==> src/hdl/smd_mul.sv <==
module smd_mul #(
    parameter int A_W = 33,
    parameter int B_W = 33
) (
    input  logic               i_clk,
    input  logic [A_W-1:0]     i_a,
    input  logic [B_W-1:0]     i_b,
    output logic [A_W+B_W-1:0] o_p
);

    logic [A_W+B_W-1:0] r_p;

    always_ff @(posedge i_clk) begin
        r_p <= i_a * i_b;
    end

    assign o_p = r_p;

endmodule

==> config.mk <==
export PLATFORM = sky130hd
export DESIGN_NAME = smd_mul
export DESIGN_NICKNAME = d
export VERILOG_FILES = /design/src/hdl/smd_mul.sv
export SDC_FILE = /design/constraint.sdc
export NUM_CORES = 2
export LEC_CHECK = 0
export ABC_AREA = 0
export ABC_CLOCK_PERIOD_IN_PS = 10150
export BUFFER_PORTS_ARGS = -buffer_cell sky130_fd_sc_hd__buf_2
export CORE_UTILIZATION = 65
export DETAILED_ROUTE_END_ITERATION = 8
export GPL_TIMING_DRIVEN = 0
export PLACE_DENSITY = 0.86
export SYNTH_ARGS = -nofsm -noshare
export SYNTH_HDL_FRONTEND = slang
export SYNTH_SLANG_ARGS = --single-unit
export TNS_END_PERCENT = 50
==> constraint.sdc <==
create_clock -name i_clk -period 10.15 [get_ports i_clk]
set_input_delay 2.03 -clock i_clk [delete_from_list [all_inputs] [get_ports i_clk]]
set_output_delay 2.03 -clock i_clk [all_outputs]
set_load 0.02 [all_outputs]
### Word level (Yosys, flattened, before mapping)

Index checks and enable logic that the tools add are counted.

* output and inout bits: 66
* logic and storage cells: 2
* bits in registers: 66

* $mul: 1

Operators with widths (number)
* 33-bit by 33-bit multiplier with 66-bit output: 1

### Logic depth before layout (Yosys ltp)

* word-level depth: 1
* gate-level depth with buffers: 30
* mapped depth without buffers: 28

### Least setup slack after synthesis

Ideal clock, no wire load.

* kind: input to register
* from: input port i_b[0]
* to: register r_p[58], in the netlist o_p[58]
* stages: 28
* arrival time: 9.062 ns
* path buffers: 2
* setup slack: 1.016 ns
* cells stage by stage: clkbuf_1 -> and2_1 -> fa_1 -> inv_1 -> fa_1 -> inv_1 -> fa_1 -> inv_1 -> fa_1 -> inv_1 -> fa_1 -> fa_1 -> fa_1 -> inv_1 -> fa_1 -> inv_1 -> ha_1 -> buf_2 -> nand2_1 -> or4_1 -> or3_1 -> o22ai_1 -> o211a_1 -> o21ai_2 -> nand3b_4 -> o31a_1 -> o21ai_2 -> xor2_1

* longest elaborated chain between the ends: 1

RTL lines
* from (decl): RTL line 7 `input logic [B_W-1:0] i_b,`
* 33-bit by 33-bit multiplier with 66-bit output: RTL line 14 `r_p <= i_a * i_b;`
* to (signal assigned): RTL line 14
* to (decl): RTL line 11 `logic [A_W+B_W-1:0] r_p;`

Every way passes these cells.

### Worst setup path after layout

* from: input port i_a[5]
* to: register r_p[64], in the netlist o_p[64]

* longest elaborated chain between the ends: 1

RTL lines
* from (decl): RTL line 6 `input logic [A_W-1:0] i_a,`
* 33-bit by 33-bit multiplier with 66-bit output: RTL line 14

Every way passes these cells.

==> key figures <==
Timing
  – Final Hold Viols: 0
  – Slew @ Worst Pin: about 1.2 ns
  – Worst slew margin: 18.33%
  – Final Cycle Share: a little under 100%
  – Post-layout minimum cycle time: ~10 ns
  – Final setup fails: 0
  – Max Slew Vio Count: 0
  – F_max: between 0.09 and 0.1 GHz
  – Final TNS setup: 0 ns

Synthesis
  – Synth warn: 0
  – Cell Area, Synth: approximately 37000 µm²
  – Share of flip-flops with an asynchronous set or reset: 0%
  – Most common cell in the synthesized netlist: inv_1
  – Number of synthesized flops with an enable pin: 0
  – Mean post-synth cell area: about 9 µm²
  – Flop and latch count out of synthesis: 66
  – Synth top area cells: fa_1, inv_1, and2_1, ha_1, nand2_1
  – Post-synth top flop: dfxtp_1
  – Syn Inst Count: 4048
  – Yosys top cell area share: 52.39%
  – Sequential fraction of the synthesis area: about 3.6%
  – Synth top cells by count: inv_1, fa_1, and2_1
  – Yosys cell types: 57
  – Synthesized Nets: about 5.3k
  – Synth area leader: fa_1

Clock network
  – Post-CTS setup buffers: 0
  – CTS tree: yes
  – Clk sink count: 66
  – Clk slew on worst S/H paths: 0.06 ns
  – Hold_buf cts: 0
  – CTS resizes: 11
  – Clock buffer depth: 2
  – Root Driver: clkbuf_16
  – H-Tree Depth: 3
  – CTS buffer count: 9

Cells and area
  – Nets: 5479
  – Final Cell Area: between 30000 and 40000 µm²
  – Area Overhead vs Synth: 5.623%
  – Fillers: about 4.3k
  – Max FFs per register: between 60 and 70
  – Share of cells above drive strength 1: under 10%

Critical path
  – Crit-path max FO: 10
  – Crit. End Element: register
  – CP endpoint: o_p[64]
  – Crit path kind: input port to register
  – CP required: 10.43 ns
  – Delay-heaviest family, CP: adder cells
  – Max incr delay on CP: 0.69 ns
  – Critical path arrival: 10.33 ns
  – Slowest CP cell: clkbuf_1
  – Top cell by count, worst path: fa_1
  – Worst setup SP type: input port
  – Worst setup path start: i_a[5]
  – Buffers and inverters on the worst path: 7
  – Cell count along the critical path: 27

Routing
  – Routed Wire Length: approximately 120 mm
  – Drt pass-1 iters: 9
  – DRC: 0
  – DRT iter0 DRCs: about 3.1k
  – Via count: ~29k
  – Vias per cell: between 5 and 6
  – Post-route ant nets: 0
  – DR WL/cell: about 25 µm

Placement
  – Routability cong.: around 1.1
  – Port bufs: roughly 130
  – Post-place instance area: about 38000 µm²
  – Post-detail-place hpwl: roughly 100 mm

Global routing
  – Largest net degree at the start of global routing: 12
  – First-pass GRT wire length: 183.8 mm
  – Gr ovfl total: 0
  – Initial antenna violation count: 20
  – Gr usage total: roughly 45%
  – Vias in the first global route: 30.92k

Floorplanning
  – Die X: ~240 µm
  – DIE HEIGHT: about 240 µm
  – Die area: 57270 µm²
  – Core Area: about 55000 µm²
  – Row cnt: 86
  – # IOs: between 100 and 150
  – Starting density of the core: 66.06%

Run
  – Total of max-cap violations: 0

Status
  – Outcome: completed

Hold path
  – Hold Path Class: input port to register
==> how the worst min path moves through the flow <==
| stage | startpoint | slack [ns] | depth (start not counted) | to |
|---|---|---|---|---|
| after global routing | i_b[0] | 1.99 | 2 | o_p[0] |
| final | i_b[0] | 2.00 | 2 | o_p[0] |
| after global placement | i_b[0] | 2.33 | 2 | o_p[0] |
| after CTS | i_b[0] | 1.98 | 2 | o_p[0] |
| after detailed placement | i_b[0] | 2.34 | 2 | o_p[0] |
| after floorplan | i_b[0] | 2.16 | 1 | o_p[0] |
==> kinds of logic (layout without fill, tap and decap cells) <==
family          Yosys count  in the layout  synth area share, %
xor+xnor                 65             65                1.555
fa+ha+maj              1223           1223                61.45
buf+inv                1260           1406                12.93
compound gates          201            201                3.452
simple gates           1233           1233                17.01
flops                    66             66                3.610
other cells               0             10                    0
==> metal layers <==
metal / vias to the layer above / routed length (µm) / global-route usage (%)
met4: 10 / 13680 / 38.87
met2: 2239 / 53530 / 67.84
met1: 14700 / 39030 / 52.85
met5: - / 71 / 0
met3: 703 / 17270 / 14.69
li1: 11840 / - / -
==> area by class of cell <==
type	instances	area (µm²)	area share, %
inverter	1049	3938	10.18
clock inverter	5	55.05	0.1424
clock buffer	11	232.7	0.6019
tap	748	935.9	2.421
timing repair buffer	132	660.6	1.709
buffer	209	879.6	2.275
multi-input combinational	2722	30620	79.19
sequential	66	1321	3.417
antenna	10	25.02	0.06472
==> through the flow <==
step	util, %	setup WS, ns	instances	hold WS [ns]
after detailed placement	68.94	-0.5037	4928	2.339
after global routing	69.73	-0.02171	4944	1.995
after global placement	68.94	-0.4707	4928	2.335
after CTS	69.49	0.006968	4944	1.977
final	69.77	0.09559	4952	1.997
after floorplan	-	1.016	4048	2.157
==> cells in the final DEF, fill, tap and decap left out, types with 4 or more instances in the layout <==
master,n
a21oi_1,72
and3_1,7
nor2b_1,6
and2_1,574
nand4_1,16
ha_1,265
fa_1,957
inv_1,1048
o21bai_1,8
a31oi_1,6
o21ai_1,23
o21ai_0,15
diode_2,10
xor2_1,24
and4_1,4
clkbuf_1,141
o21a_1,7
nand3_1,10
a21o_1,31
dfxtp_1,66
nor3_1,4
nor2_1,33
buf_2,141
a211oi_1,4
clkbuf_16,9
xnor2_1,41
nand2_1,567
clkbuf_2,59
Power is left out: the tool's default activity adds up to more than one toggle a clock period on the data nets, which glitch-free logic cannot reach.
