===== src/hdl/smd_div.sv =====
module smd_div #(
    parameter int DVD_W = 49,
    parameter int DVS_W = 34
) (
    input  logic             i_clk,
    input  logic             i_rst_n,
    input  logic             i_start,
    input  logic [DVD_W-1:0] i_dividend,
    input  logic [DVS_W-1:0] i_divisor,
    output logic             o_done,
    output logic [DVD_W-1:0] o_quot
);

    localparam int CNT_W = $clog2(DVD_W + 1);

    logic             r_busy;
    logic             r_done;
    logic [CNT_W-1:0] r_cnt;
    logic [DVS_W-1:0] r_rem;
    logic [DVS_W-1:0] r_dvs;
    logic [DVD_W-1:0] r_q;
    logic [DVS_W:0]   w_trial;
    logic             w_ge;

    // restoring, one quotient bit a cycle; dividend shifts out as quotient shifts in
    assign w_trial = {r_rem, r_q[DVD_W-1]};
    assign w_ge    = w_trial >= {1'b0, r_dvs};

    always_ff @(posedge i_clk) begin
        if (!i_rst_n) begin
            r_busy <= 1'b0;
            r_done <= 1'b0;
            r_cnt  <= '0;
        end else begin
            r_done <= 1'b0;
            if (i_start) begin
                r_busy <= 1'b1;
                r_cnt  <= CNT_W'(DVD_W);
            end else if (r_busy) begin
                r_cnt <= r_cnt - 1'b1;
                if (r_cnt == CNT_W'(1)) begin
                    r_busy <= 1'b0;
                    r_done <= 1'b1;
                end
            end
        end
    end

    always_ff @(posedge i_clk) begin
        if (i_start) begin
            r_rem <= '0;
            r_q   <= i_dividend;
            r_dvs <= i_divisor;
        end else if (r_busy) begin
            r_rem <= w_ge ? DVS_W'(w_trial - {1'b0, r_dvs}) : w_trial[DVS_W-1:0];
            r_q   <= {r_q[DVD_W-2:0], w_ge};
        end
    end

    assign o_done = r_done;
    assign o_quot = r_q;

endmodule


===== config.mk =====
export PLATFORM = sky130hd
export DESIGN_NAME = smd_div
export DESIGN_NICKNAME = d
export VERILOG_FILES = /design/src/hdl/smd_div.sv
export SDC_FILE = /design/constraint.sdc
export NUM_CORES = 1
export LEC_CHECK = 0
export BUFFER_PORTS_ARGS = -buffer_cell sky130_fd_sc_hd__clkbuf_2
export CORE_MARGIN = 1
export CORE_UTILIZATION = 25
export CTS_CLUSTER_SIZE = 28
export DETAILED_ROUTE_END_ITERATION = 10
export GPL_TIMING_DRIVEN = 0
export PLACE_DENSITY = 0.44
export SYNTH_ARGS = -nofsm -noshare
export SYNTH_HDL_FRONTEND = slang
export SYNTH_SLANG_ARGS = --single-unit

===== constraint.sdc =====
create_clock -name i_clk -period 7 [get_ports i_clk]
set_clock_uncertainty 0.15 [all_clocks]
set_input_delay 1.75 -clock i_clk [delete_from_list [all_inputs] [get_ports i_clk]]
set_output_delay 1.75 -clock i_clk [all_outputs]
set_load 0.03 [all_outputs]

== Word level (Yosys, flattened, before mapping) ==
Cells that the tools add are included.

* Bits in registers: 125

* Add/subtract/negate cells: 2
* $lt $le $gt $ge: 1
* Equality and inequality tests: 1
* Muxes and demuxes: 9
* Bitwise logic cells: 2
* Reduce and logical (&&, ||, !) cells: 3

{| class="wikitable"
|+ Operator list
! kind !! count
|-
| $mux 49 || 2
|-
| $ge 35x34->1 || 1
|-
| $mux 34 || 1
|-
| $sub 34x34->34 || 1
|-
| $mux 6 || 2
|-
| $eq 6x1->1 const B || 1
|-
| $sub 6x1->6 const B || 1
|-
| $mux 1 || 4
|-
| $reduce_or 3->1 || 1
|-
| $not 1->1 || 2
|-
| $reduce_bool 2->1 || 1
|-
| $reduce_or 2->1 || 1
|}

== Depth between registers and ports, before layout ==
* Depth after elaboration: 4
* Depth in mapped cells: 12
* Depth with buffers taken out: 12

== Least setup slack after synthesis ==
OpenSTA, ideal clock, no wires.

* Path kind: input -> register
* From: in i_start
* To: reg r_q[0], in the netlist o_quot[0] (enable)
* Setup time: 403 ps
* Arrival: 3023 ps
* Path slack: 3424 ps
* Cell stages on the path: 3
* Buffers on the path: 1
* Cells stage by stage: clkbuf_1 -> nor2_1 -> inv_1

* Cells in the longest elaborated chain, start to end: 1

{| class="wikitable"
|+ Ends and longest elaborated chain
! item !! RTL line !! RTL
|-
| from (decl) || 7 || <nowiki>input logic i_start,</nowiki>
|-
| $reduce_bool 2->1 (no line) || -- ||
|-
| to (signal assigned) || 52 || <nowiki>r_q <= i_dividend;</nowiki>
|-
| to (signal assigned) || 56 || <nowiki>r_q <= {r_q[DVD_W-2:0], w_ge};</nowiki>
|-
| to (decl) || 21 || <nowiki>logic [DVD_W-1:0] r_q;</nowiki>
|}

No other way between the ends.
A chain may end at the register's enable or synchronous reset.

== Final worst setup path ==
* From: in i_start
* To: reg r_q[47], in the netlist o_quot[47] (data pin)

* Cells in the longest elaborated chain, start to end: 1

{| class="wikitable"
|+ Ends and longest elaborated chain
! item !! RTL line !! RTL
|-
| $mux 49 || 50 || <nowiki>if (i_start) begin</nowiki>
|}

No other way between the ends.

==> impl_metrics.tcl <==
set metrics [dict create \
    area_growth_pct 24.7 \
    critical_path.max_fanout 35 \
    vias 5897 \
    grtUsageMet1 0.192 \
    yosysTopAreaCell "edfxtp_1" \
    htreeDepth 4 \
    use_met2 0.234 \
    synthArstFlopShare 0 \
    final_nets 979 \
    dp_hpwl_microns 15600 \
    yosysSeqAreaShare 0.461 \
    netlist_top_cells_area "edfxtp_1 (34%), dfxtp_1 (12%), mux2_2 (7.6%), ha_1 (6.2%), nor2_1 (3.0%)" \
    numCtsBuffers 17 \
    portBuffers 135 \
    start_util 0.257 \
    end_kind "flip-flop" \
    synth_nets 824 \
    fin_setup_tns_ns 0 \
    dr.first_iter.drc_count 366 \
    required_ns 7.02 \
    netlist.area_leader.share 0.344 \
    worstSetupPathType "input pin to flip-flop" \
    final_common_cell "clkbuf_2" \
    grt_pass1_vias 5910 \
    final_cell_mix "clkbuf_2 (135), edfxtp_1 (83), nor2_1 (58)" \
    yosysWarnings 0 \
    drive_above_1_share 0.276 \
    relSlewSlack 0.334 \
    setup_viol 0 \
    netlist_instances 701 \
    hold_viol 0 \
    clock_path_buffers 2 \
    synth_cell_types 66 \
    cap_violations 0 \
    min_period_over_period 0.635 \
    fin_crit_ns 4.44 \
    insertion_delay_ns 0.42 \
    synth_area_sq_um 7240 \
    grt_overflow_total 0 \
    slew_viol_final 0 \
    core_area_sq_um 28200 \
    ys.flop_type "edfxtp_1" \
    reg2reg_slack_ns 3.38 \
    grt.busiest_layer "met2" \
    clock.fmax_mhz 225 \
    hp-class "flip-flop to flip-flop" \
    p_leak_nw 3.71 \
    via_per_inst 4.73 \
    track_usage 0.147 \
    postCtsHoldBufs 0 \
    postRouteWirelength_microns 20900 \
    ant_nets 0 \
    root_buffer "clkbuf_16" \
    run_status "finished, final reports clean" \
    crit_arrival_ns 4.46 \
    die_h_microns 172 \
    die_w_microns 172 \
    clock_sinks 125 \
    antenna_found_initial 0 \
    die_area_sq_um 29600 \
    synth_edf_count 83 \
    grt_pass1_wl_microns 33000 \
    grt_max_degree 38 \
    cts_tree "done" \
    grt_use_met3 0.0421 \
    clk_pin_slew_ns 0.06 \
    row_count 61 \
    finalPower_w 0.00243 \
    wl_per_cell_microns 16.7 \
    drc 0 \
    io_pins 136 \
    cts_resized 0 \
    antennaDiodeCount 0 \
    rsz0062_at_grt "no" \
    tightest_slew_ns 0.999 \
    ir_worst_vdd_v 0.000151 \
    cts_setup_buffers 0 \
    gp_congestion 0.814 \
    avgSynthCellArea_sq_um 10.3 \
    drt_pass1_iterations 5 \
    ys_ff_latch 125 \
    power_per_cell_area_nw_per_um2 269 \
    critPathLaunchType "input pin" \
]
## layer usage
layer / routed length (microns) / vias to the layer above
met3: 1200 / 18
met1: 9820 / 2788
met5: 0 / -
met2: 9600 / 151
met4: 229 / 0
li1: - / 2940
## registers in the layout (all words and copies together) (netlist names)
register  cells
o_quot       49
r_dvs        34
r_rem        34
r_cnt         6
o_done        1
r_busy        1
## per-stage QoR
step / util / setup slack [ns] / hold slack [ns] / instances / cell area, sq um
2_1_floorplan: - / 3.42 / 0.303 / 701 / 7240
3_3_place_gp: 0.298 / 1.51 / 0.340 / 1214 / 8380
3_5_place_dp: 0.298 / 1.97 / 0.349 / 1215 / 8400
4_1_cts: 0.320 / 2.44 / 0.352 / 1247 / 9020
5_1_grt: 0.320 / 2.33 / 0.376 / 1247 / 9020
6_report: 0.320 / 2.56 / 0.349 / 1247 / 9020
## layout make-up
| type | count | area [sq um] |
|---|---|---|
| clock inverters | 11 | 169 |
| flip-flops and latches | 125 | 3330 |
| repair buffers | 136 | 696 |
| fillers | 2940 | 19100 |
| inverters | 48 | 180 |
| plain buffers | 37 | 169 |
| multi-input cells | 491 | 3550 |
| well taps | 378 | 473 |
| clock buffers | 21 | 450 |
## worst max-delay path, cell delays in order
cell and delay [ns]:
clkbuf_2 0.73, clkbuf_1 0.39, clkbuf_1 0.53, clkbuf_1 0.63, mux2_2 0.41
## kinds of logic after synthesis
group	share of synthesized area
buf+inv	0.0482
mux	0.0763
flops	0.461
simple gates	0.128
compound gates	0.185
xor+xnor	0.0375
fa+ha+maj	0.0650
## path summary, 6_finish.rpt
check,start,end,depth (start not counted)
setup / recovery,i_start,o_quot[47]$_DFFE_PP_,5
hold / removal,r_cnt[1]$_SDFFE_PP0P_,r_cnt[1]$_SDFFE_PP0P_,2
setup reg to reg,o_quot[48]$_DFFE_PP_,r_rem[32]$_SDFFE_PP0P_,12
hold reg to reg,r_cnt[1]$_SDFFE_PP0P_,r_cnt[1]$_SDFFE_PP0P_,2
## report_power, final
group | internal [W] | total [W] | switching, W
logic | 0.000210 | 0.000564 | 0.000354
registers | 0.000867 | 0.000910 | 0.0000428
clock network | 0.000606 | 0.000956 | 0.000351
total | 0.00168 | 0.00243 | 0.000748
## synthesized netlist by cell type, drive strengths merged, types with 3 or more instances
cell type / number
ha: 36
inv: 47
mux2: 49
or2: 4
a2111oi: 3
a311oi: 23
and2: 9
o21ai: 43
a21boi: 7
xnor2: 20
nand2b: 4
a31oi: 7
nor3: 11
a21oi: 34
nand3: 34
o21bai: 4
nand2: 36
nand4: 10
xor2: 11
a21o: 14
a211oi: 9
clkbuf: 28
o21a: 4
a211o: 4
edfxtp: 83
nor2b: 5
and3: 10
o211ai: 11
nor2: 58
dfxtp: 42
buf: 9
o221ai: 3
(Power assumes the default switching activity.)
