**src/hdl/smd_sqrt.sv**
```systemverilog
module smd_sqrt #(
    parameter int RAD_W = 48
) (
    input  logic               i_clk,
    input  logic               i_rst_n,
    input  logic               i_start,
    input  logic [RAD_W-1:0]   i_rad,
    output logic               o_done,
    output logic [RAD_W/2-1:0] o_root
);

    localparam int RT_W  = RAD_W / 2;
    localparam int T_W   = RT_W + 4;
    localparam int CNT_W = $clog2(RT_W + 1);

    logic             r_busy;
    logic             r_done;
    logic [CNT_W-1:0] r_cnt;
    logic [RAD_W-1:0] r_rad;
    logic [RT_W+1:0]  r_rem;
    logic [RT_W-1:0]  r_root;
    logic [T_W-1:0]   w_t;
    logic [T_W-1:0]   w_trial;
    logic             w_ge;

    // two radicand bits a cycle, one root bit out
    assign w_t     = {r_rem, r_rad[RAD_W-1 -: 2]};
    assign w_trial = T_W'({r_root, 2'b01});
    assign w_ge    = w_t >= w_trial;

    always_ff @(posedge i_clk) begin
        if (!i_rst_n) begin
            r_busy <= 1'b0;
            r_done <= 1'b0;
            r_cnt  <= '0;
        end else begin
            r_done <= 1'b0;
            if (i_start) begin
                r_busy <= 1'b1;
                r_cnt  <= CNT_W'(RT_W);
            end else if (r_busy) begin
                r_cnt <= r_cnt - 1'b1;
                if (r_cnt == CNT_W'(1)) begin
                    r_busy <= 1'b0;
                    r_done <= 1'b1;
                end
            end
        end
    end

    always_ff @(posedge i_clk) begin
        if (i_start) begin
            r_rad  <= i_rad;
            r_rem  <= '0;
            r_root <= '0;
        end else if (r_busy) begin
            r_rad  <= r_rad << 2;
            r_rem  <= w_ge ? (RT_W+2)'(w_t - w_trial) : (RT_W+2)'(w_t);
            r_root <= {r_root[RT_W-2:0], w_ge};
        end
    end

    assign o_done = r_done;
    assign o_root = r_root;

endmodule

```
**config.mk**
```make
export PLATFORM = sky130hd
export DESIGN_NAME = smd_sqrt
export DESIGN_NICKNAME = d
export VERILOG_FILES = /design/src/hdl/smd_sqrt.sv
export SDC_FILE = /design/constraint.sdc
export NUM_CORES = 1
export LEC_CHECK = 0
export BUFFER_PORTS_ARGS = -buffer_cell sky130_fd_sc_hd__buf_2
export CAP_MARGIN = 20
export CORE_AREA = 8 8 110 102
export DETAILED_ROUTE_END_ITERATION = 6
export DIE_AREA = 0 0 118 110
export GPL_TIMING_DRIVEN = 1
export PLACE_DENSITY = 0.82
export SLEW_MARGIN = 15
export SYNTH_ARGS = -nofsm -noshare
export SYNTH_HDL_FRONTEND = slang
export SYNTH_SLANG_ARGS = --single-unit
```
**constraint.sdc**
```tcl
create_clock -name i_clk -period 4.05 [get_ports i_clk]
set_input_delay 0.405 -clock i_clk [delete_from_list [all_inputs] [get_ports i_clk]]
set_output_delay 0.405 -clock i_clk [all_outputs]
set_load 0.01 [all_outputs]
```
# Yosys cells after proc, flatten, opt, wreduce, memory -nomap -nowiden
# Cells that the tools add are included.
[classes]
magnitude_cmp = 1
addsub = 2
n_bitwise = 2
eq_ne = 1
shift = 0
div_mod_pow = 0
n_reduce_logical = 3
n_mul = 0
muxes = 9
[op_table]
columns = ["op", "n"]
rows = [
  ["2-to-1 mux 48 bit", 2],
  [">= comparator 28 x 26 -> 1 bit", 1],
  ["2-to-1 mux 26 bit", 1],
  ["subtractor 26 bit", 1],
  ["2-to-1 mux 5 bit", 2],
  ["equality test 5 x 1 -> 1 bit (second input constant)", 1],
  ["subtractor 5 x 1 -> 5 bit (second input constant)", 1],
  ["2-to-1 mux 1 bit", 4],
  ["OR reduction 3 bit", 1],
  ["NOT 1 bit", 2],
  ["nonzero test 2 bit", 1],
  ["OR reduction 2 bit", 1],
]
[word_totals]
out_inout_bits = 25
latch_bits = 0
ramBits = 0
mem_bits_ro = 0
memories = 0
ff_bits = 105
word_cells = 25
input_bits = 51

# Longest topological paths before layout
[depth]
word_depth = 4
depth_mapped = 13
ltp_nobuf = 10

# Worst setup path before layout
# Ideal clock, no wire load.
[synth_timing]
path_type = "register -> register"
from = "register r_root[4], in the netlist o_root[4]"
to = "register r_rem[14]"
period_less_slack_ps = 2550
path_slack_ps = 1500
path_stages_with_launch = 13
t_required_ps = 3971
arrival_ps = 2471
setup_ps = 79
n_path_buf = 2
path_cell_list = "dfxtp_1 > inv_1 > ha_1 > nand4_1 > a211oi_2 > o21ai_1 > a211o_1 > and3_1 > buf_6 > nor2_8 > buf_12 > nand3_1 > o211ai_1"
[synth_between]
elab_chain_cells = 2
elab_cells_between_ends = 3
cone_classes = "add/sub: 1; order compare: 1; mux: 1"
[synth_lines]
columns = ["item", "line", "rtl"]
rows = [
  ["start: declaration", "21", "logic [RT_W-1:0] r_root;"],
  ["start signal: assignment", "59", "r_root <= {r_root[RT_W-2:0], w_ge};"],
  ["subtractor 26 bit or >= comparator 28 x 26 -> 1 bit (tied branches)", "58, 29", ""],
  ["2-to-1 mux 26 bit *", "58", "r_rem <= w_ge ? (RT_W+2)'(w_t - w_trial) : (RT_W+2)'(w_t);"],
  ["end signal: assignment", "58", ""],
  ["end: declaration", "20", "logic [RT_W+1:0] r_rem;"],
]
# Mark *: on every way between the ends. The rest lies on a longest branch, timed or not.
# A chain may end at the register's enable or synchronous reset.

# Worst setup path in the final report
[layout_timing]
from = "register r_root[4], in the netlist o_root[4]"
to = "register r_rem[25]"
# The elaborated chain is that of the path after synthesis.

==> results.cfg <==
[outcome]
outcome = finished, final reports clean

[placed_design]
gp_congestion = 0.9023
port_buffers = 75
dp_worst_setup_slack_ps = 903.5
hpwl_um = 8442

[critical_path]
worstSetupStartpointType = flop
path_delay_family = simple AND/OR/NAND/NOR gates
arrival_ps = 3450
worstPathCellList = inv_1 -> ha_1 -> nand4_1 -> a211oi_2 -> o21ai_1 -> a211o_1 -> and3_1 -> nor2_8 -> nand3_1 -> o22ai_1
critPathSlowestCell = nor2_8
crit_path_end_kind = flop
path_class = reg2reg
cp.required_ps = 4330
max_stage_delay_ps = 450
critPathBufInv = 1
crit_fanout = 24

[drt]
drt_iter0_drc = 263
post_drt_wl_per_cell_um = 16.35
drt-pass1-iter-count = 5
ant_nets = 0
vias = 4313
vias_per_cell = 5.813
drc_errors = 0
drt-total-wl_um = 12130

[global_route]
antenna_found_initial = 1
use_met2 = 0.3135
grtUsageMet3 = 0.04226
grt_overflow = 0
use_met1 = 0.2434
grt_max_degree = 98
grtUsageTotal = 0.1874
grt_pass1_vias = 4226
grt_pass1_wl_um = 20200
grt.busiest_layer = met2

[final_layout]
fillers = 725
drive_above_1_share = 0.2403
final_net_count = 690
antennaDiodeCount = 0
synthToLayoutAreaGrowth_pct = 10.88

[logic_synthesis]
synth-main-ff-cell = dfxtp_1
synth_cell_types = 53
avgSynthCellArea_um2 = 10.39
synth_edf_count = 48
ys_seq_area_frac = 0.4529
syn_area_um2 = 5702
syn_inst = 549
ys_seq_elements = 105
yosysWarnings = 0
synthArstFlopShare = 0
syn-num-nets = 628

[timing]
layout_setup_ws_ps = 878.0
worst_slew_pin_slew_ps = 1095
finalHoldViolations = 0
skew_ps = 9.310
setup_viol_count_final = 0
report.final.slew_viol_count = 0
timing.final.crit_share = 0.7832
fin_setup_tns_ps = 0
rsz0062_at_grt = false
min_period_ps = 3172
fmax_mhz = 315.3
whs_ps = 291.3
slew-limit-headroom = 0.2702

[floorplan]
fp.dieW_um = 118
die-height_um = 110
ios = 76
core_area_um2 = 9402
fp.dieArea_um2 = 12980
rows = 34
start_util = 0.6065

[clocking]
cts_made_buffers = 9
cts_max_level = 3
clk_pin_slew_ps = 100
cts_root_buf = clkbuf_8
cts_tree = built
clkSinkCount = 105
cts_resized = 0
postCtsHoldBufs = 0
postCtsSetupBuffers = 0
cts_buffer_depth = 2
clk_latency_ps = 370

[power_and_ir_drop]
p_per_area_nw_per_um2 = 598.5
peakVddDrop_uv = 471.7
power_leakage_nw = 2.575

[min_path]
hold_path.class = in2reg

[flow_run]
maxCapViolations = 0
-- layout by cell type, fill, tap and decap left out, drive strengths merged, types with 15 or more instances in the layout --
master / n
xnor2: 15
mux2: 46
nand2: 26
inv: 39
o21ai: 24
dfxtp: 57
a211oi: 25
ha: 28
edfxtp: 48
a21oi: 23
nor2: 59
buf: 78
mux2i: 35
-- cell type report --
class                      instances  area, µm²  share of cell area
clock buffer                       9      123.9             0.01959
inverter                          35      131.4             0.02078
timing repair buffer              78      412.9             0.06531
tap                              126      157.7             0.02494
clock inverter                     7      58.81            0.009301
multi-input combinational        382       2854              0.4514
sequential                       105       2584              0.4087
-- worst paths after layout --
| kind | start | end | slack, ps | cells past startpoint |
|---|---|---|---|---|
| worst max register to register | o_root[4]$_SDFFE_PP0P_ | r_rem[25]$_SDFFE_PP0P_ | 880 | 10 |
| worst min register to register | r_rem[8]$_SDFFE_PP0P_ | r_rem[8]$_SDFFE_PP0P_ | 510 | 2 |
| worst min-delay path | i_rst_n | r_busy$_SDFF_PN0_ | 290 | 2 |
| worst max-delay path | o_root[4]$_SDFFE_PP0P_ | r_rem[25]$_SDFFE_PP0P_ | 880 | 10 |
-- stage by stage --
stage / instances / utilization / total power, mW / area [µm²]
detailed placement: 725 / 0.6509 / 3.137 / 6120
finish: 742 / 0.6725 / 3.784 / 6322
CTS: 741 / 0.6703 / 3.776 / 6302
global route: 742 / 0.6725 / 4.032 / 6322
global placement: 725 / 0.6509 / 3.083 / 6120
floorplan: 549 / - / 2.882 / 5702
-- registers in the layout, indices dropped and copies added, names as in the netlist --
name and count:
r_busy 1, r_cnt 5, r_rem 26, o_done 1
o_root 24, r_rad 48
-- layer usage --
layer	vias to the layer above	wire length, µm
li1	2136	-
met1	2035	5517
met2	127	5845
met3	13	640
met4	2	123
met5	-	8
-- synthesized netlist by cell type, types with 2 or more instances --
library cell  instances  area share
nor2_1               58       0.038
dfxtp_1              57        0.20
edfxtp_1             48        0.25
mux2_2               46       0.091
inv_1                35       0.023
mux2i_1              35       0.061
ha_1                 28       0.061
nand2_1              26       0.017
a211oi_1             24       0.032
a21oi_1              23       0.020
o21ai_0              20       0.018
clkbuf_1             19       0.013
xnor2_1              15       0.023
xor2_1               11       0.017
nand3_1              10      0.0088
a21o_1                9       0.012
a311oi_1              7       0.011
a31oi_1               7      0.0077
nor3_1                5      0.0044
a21boi_0              4      0.0053
nand4_1               4      0.0044
o21ai_1               4      0.0035
and3_1                3      0.0033
buf_2                 3      0.0026
nand2b_1              3      0.0033
o21bai_1              3      0.0039
or3_1                 3      0.0033
a2111oi_0             2      0.0031
a211o_1               2      0.0031
and2_1                2      0.0022
and4_1                2      0.0031
buf_1                 2      0.0013
buf_6                 2      0.0039
nor2b_1               2      0.0022
nor4_1                2      0.0022
o2111ai_1             2      0.0031
o211ai_1              2      0.0026
o22ai_1               2      0.0022
o311a_1               2      0.0035
or2_2                 2      0.0022
-- cell families after synthesis --
group,count (synthesis),synth area share
buffers and inverters,62,0.04696
adders and majority gates,28,0.06144
and+or+nand+nor,124,0.09985
DFF,105,0.4529
muxes,81,0.1523
AOI/OAI and AO/OA,123,0.1466
xor gates and xnor gates,26,0.03994
-- power by group --
group	switching, mW	internal (mW)
sequential	0.0862	1.25
combinational	1.05	0.773
clock	0.390	0.235
total	1.52	2.26
No activity file was read; power rests on OpenSTA's default activity.
